File: src/rtl/core/sbc_pkg.sv
// Shared types and constants for the synteny block chainer.
`timescale 1ns / 1ps
`default_nettype none

package sbc_pkg;

    localparam int SET_BITS = 16;

    // Result of comparing the incoming block against one chain end
    typedef struct packed {
        logic adj;   // next block of this chain
        logic far;   // query gap above one
    } sbc_cmp_t;

    typedef enum logic [4:0] {
        S_IDLE = 5'b00001,
        S_RD   = 5'b00010,
        S_EV   = 5'b00100,
        S_FIN  = 5'b01000,
        S_DONE = 5'b10000
    } sbc_state_t;

endpackage

`default_nettype wire

File: src/rtl/core/sbc_match.sv
// Adjacency and query-gap test of a block against one chain end.
`timescale 1ns / 1ps
`default_nettype none

module sbc_match #(
    parameter int GROUP_BITS = 24
) (
    input  wire logic [GROUP_BITS-1:0] qg,
    input  wire logic [GROUP_BITS-1:0] tg,
    input  wire logic                  rev,
    input  wire logic [GROUP_BITS-1:0] eq,
    input  wire logic [GROUP_BITS-1:0] et,
    input  wire logic                  es,
    output sbc_pkg::sbc_cmp_t          cmp
);
    import sbc_pkg::*;

    logic [GROUP_BITS:0] qx, eqp1, tx, etx, tp1, etp1;

    // one extra bit so the +1 never wraps
    assign qx   = {1'b0, qg};
    assign eqp1 = {1'b0, eq} + {{GROUP_BITS{1'b0}}, 1'b1};
    assign tx   = {1'b0, tg};
    assign etx  = {1'b0, et};
    assign tp1  = tx + {{GROUP_BITS{1'b0}}, 1'b1};
    assign etp1 = etx + {{GROUP_BITS{1'b0}}, 1'b1};

    always_comb
    begin
        cmp.far = (qx > eqp1);
        cmp.adj = (qx == eqp1) && (rev == es) &&
                  ((!rev && tx == etp1) || (rev && tp1 == etx));
    end

endmodule

`default_nettype wire

File: config.mk
export PLATFORM = sky130hd
export DESIGN_NAME = sbc_match
export DESIGN_NICKNAME = d
export VERILOG_FILES = /design/src/rtl/core/sbc_pkg.sv /design/src/rtl/core/sbc_match.sv
export SDC_FILE = /design/constraint.sdc
export NUM_CORES = 1
export LEC_CHECK = 0
export BUFFER_PORTS_ARGS = -buffer_cell sky130_fd_sc_hd__buf_2
export CELL_PAD_IN_SITES_DETAIL_PLACEMENT = 2
export CELL_PAD_IN_SITES_GLOBAL_PLACEMENT = 2
export CORE_MARGIN = 3
export CORE_UTILIZATION = 29
export DETAILED_ROUTE_END_ITERATION = 8
export GPL_TIMING_DRIVEN = 0
export PLACE_DENSITY = 0.92
export SYNTH_ARGS = -nofsm -noshare
export SYNTH_HDL_FRONTEND = slang
export SYNTH_SLANG_ARGS = --single-unit
File: constraint.sdc
create_clock -name vclk -period 7.73
set_input_delay 1.1595 -clock vclk [all_inputs]
set_output_delay 1.1595 -clock vclk [all_outputs]
set_load 0.05 [all_outputs]
==> results.sh <==
export IMPL_critical_path_top_cell_by_count="nand3_1"
export IMPL_relSlewSlack_pct=27.33
export IMPL_area_delta_synth_final_pct=24.23
export IMPL_sequential_to_total_area_share_from_yosys_stat_pct=0
export IMPL_p_leak_nw=1.292
export IMPL_initial_core_util_pct=30.72
export IMPL_power_combinational_fraction_pct=100.0
export IMPL_holdCritPathClass="in -> out"
export IMPL_io_pins=100
export IMPL_post_cts_buffers=0
export IMPL_switching_share_pct=57.49
export IMPL_place_congestion=0.8420
export IMPL_postSynthNetCount=476
export IMPL_power_density_of_the_placed_cells_nw_per_um2=51.56
export IMPL_power_clock_fraction_pct=0
export IMPL_final_period_minus_worst_setup_slack_ns=6.327
export IMPL_grt_use_total_pct=21.65
export IMPL_n_clock_buffer=0
export IMPL_final_hold_viol_count=0
export IMPL_count_of_inserted_antenna_diode_cells=0
export IMPL_placementRows=32
export IMPL_globalRoute_totalOverflow=0
export IMPL_rsz_0062_raised_after_global_routing="no"
export IMPL_sequential_cell_area_um2=0
export IMPL_count_of_hold_buffers_inserted_by_post_cts_repair=0
export IMPL_final_net_count=571
export IMPL_grt_max_degree=10
export IMPL_setup_worst_path_class="in -> out"
export IMPL_arrival_ns=5.17
export IMPL_synth_distinct_cells=51
export IMPL_post_cts_resized_instances=0
export IMPL_critical_path_slowest_cell="nor4_1"
export IMPL_drc=0
export IMPL_placement_io_buffers=93
export IMPL_post_synth_main_area_contributors="ha_1 (14%), xnor2_1 (14%), xor2_1 (11%), nand3_1 (5.9%), nand4_1 (5.9%)"
export IMPL_final_clock_period_utilization_by_the_worst_path_pct=81.85
export IMPL_postRouteAntennaNets=0
export IMPL_fmax_ghz=0.1581
export IMPL_dr_total_vias=3084
export IMPL_setup_tns_ns=0
export IMPL_first_pass_iters=4
export IMPL_utilization_pct=38.16
export IMPL_design_core_area_um2=7968
export IMPL_via_count_of_the_first_global_routing_pass=3508
export IMPL_p_int_w=0.00006664
export IMPL_floorplan_die_width_um=97.87
export IMPL_fillers=982
export IMPL_synthCells=351
export IMPL_dieHeight_um=97.87
export IMPL_timing_max_cap_violations=0
export IMPL_totalWireLength_mm=10.55
export IMPL_critPathMaxStageDelay_ns=0.83
export IMPL_grt_pass1_wl_mm=17.62
export IMPL_yosysTopAreaCellShare_pct=13.80
export IMPL_routed_wire_length_per_instance_um=19.32
export IMPL_yosysWarningCount=0
export IMPL_worstSetupStartpointType="primary input"
export IMPL_dieArea_um2=9578
export IMPL_seq_power_share_pct=0
export IMPL_synth_cell_area_um2=2447
export IMPL_yosys_area_top_type="ha_1"
export IMPL_drt_initial_drc_count=84
export IMPL_timing_critical_path_cells="buf_2, ha_1, nand3_1, nor4_1, nand4_1, xor2_1, ha_1, nand3_1, nor4_1, nand3_1, nor3b_1, nand2_1, nor4b_1, o2111ai_1, o2bb2ai_1, buf_2"
export IMPL_layout_sequential_cells=0
export IMPL_maxSlewViolCount=0
export IMPL_final_number_of_setup_violating_endpoints=0
export IMPL_cp_end_kind="primary output"
export IMPL_ir_drop_mv=0.01803
export IMPL_outcome="finished, final reports clean"
export IMPL_drive_gt1_share_pct=24.32
export IMPL_dp_final_hpwl_mm=9.414
export IMPL_postSynthAreaPerCell_um2=6.972
export IMPL_antenna_found_initial=0
export IMPL_routed_via_density=5.648
export IMPL_required_ns=6.57
export IMPL_maximum_net_fanout_on_the_critical_path=5
export IMPL_timing_worst_slew_pin_value_ns=1.080
export IMPL_power_net_switching_w=0.00009011
[kinds of logic (layout without fill, tap and decap cells)]
kind of cell               count (synthesis)  in the layout  share of synthesized area, %
and+or+nand+nor                          161            161                         37.01
xor gates and xnor gates                  69             69                         25.00
AOI/OAI and AO/OA                         64             64                         17.28
adders and majority gates                 27             27                         13.80
buffers and inverters                     23            116                         3.937
muxes                                      7              7                         2.965
[worst paths after layout]
path | startpoint | end | cells after the start
worst max-delay path | eq[0] | cmp[1] | 16
worst min-delay path | eq[23] | cmp[0] | 5
[power groups by stage]
stage                     Sequential, W  Clock [W]  Combinational, W
final                                 0          0          0.000157
after detailed placement              0          0          0.000156
after global routing                  0          0          0.000175
after floorplan                       0          0         0.0000868
after global placement                0          0          0.000144
after CTS                             0          0          0.000157
[through the flow]
step / cell area (um^2) / total power, W / std cells / hold slack (ns) / setup WS, ns
after floorplan: 2447 / 0.00008680 / 351 / 2.618 / 2.140
after global placement: 3040 / 0.0001440 / 546 / 2.823 / 1.570
after detailed placement: 3040 / 0.0001557 / 546 / 2.829 / 1.445
after CTS: 3040 / 0.0001567 / 546 / 2.830 / 1.417
after global routing: 3040 / 0.0001753 / 546 / 2.875 / 0.8530
final: 3040 / 0.0001568 / 546 / 2.838 / 1.403
[placed cells by master, fill, tap and decap left out, drive strengths merged, types with 6 or more instances in the layout]
| cell | Yosys | final |
|---|---|---|
| nor4 | 6 | 6 |
| inv | 15 | 15 |
| o211ai | 6 | 6 |
| nand4 | 24 | 24 |
| buf | 3 | 96 |
| and3 | 11 | 11 |
| nor3 | 8 | 8 |
| o21ai | 12 | 12 |
| and4 | 7 | 7 |
| xnor2 | 39 | 39 |
| a21o | 8 | 8 |
| nor2 | 29 | 29 |
| a21oi | 14 | 14 |
| xor2 | 30 | 30 |
| nand2 | 25 | 25 |
| nand3 | 29 | 29 |
| ha | 27 | 27 |
[per-layer routing]
metal  GRT usage, %  wire length (um)  part of all wire [%]
met2          41.52              5546                    53
met5              0                 0                     0
met4          3.940               183                   1.7
met1          26.67              4471                    42
met3          1.071               346                   3.3
[cells in the mapped netlist (3+ instances only)]
cell type and n:
o21ai_0 11, a211o_1 3, o22ai_1 4, and3_2 3
xnor2_1 38, and3_1 8, a21o_1 8, clkbuf_1 5
o211ai_1 6, o31ai_1 4, mux2i_1 5, ha_1 27
nand4_1 23, and2_1 4, xor2_1 30, nor3_1 8
nand3_1 29, nand4b_1 3, inv_1 15, nor4_1 4
and4_1 6, nor2_1 29, a21oi_1 14, nand2_1 25
[critical path: cells and delay by family]
kind / cells / cell delay [ns]
xor+xnor: 1 / 0.19
buf+inv: 2 / 0.41
compound gates: 2 / 0.33
fa+ha+maj: 2 / 0.56
simple gates: 9 / 2.52
[final cells by class]
type,count,area (um^2),share of cell area [%]
Multi-Input combinational cell,328,2351,77.32
Inverter,15,56.30,1.852
Timing Repair Buffer,93,465.4,15.31
Tap cell,102,127.6,4.198
Buffer,8,40.04,1.317
(Power assumes the default switching activity.)
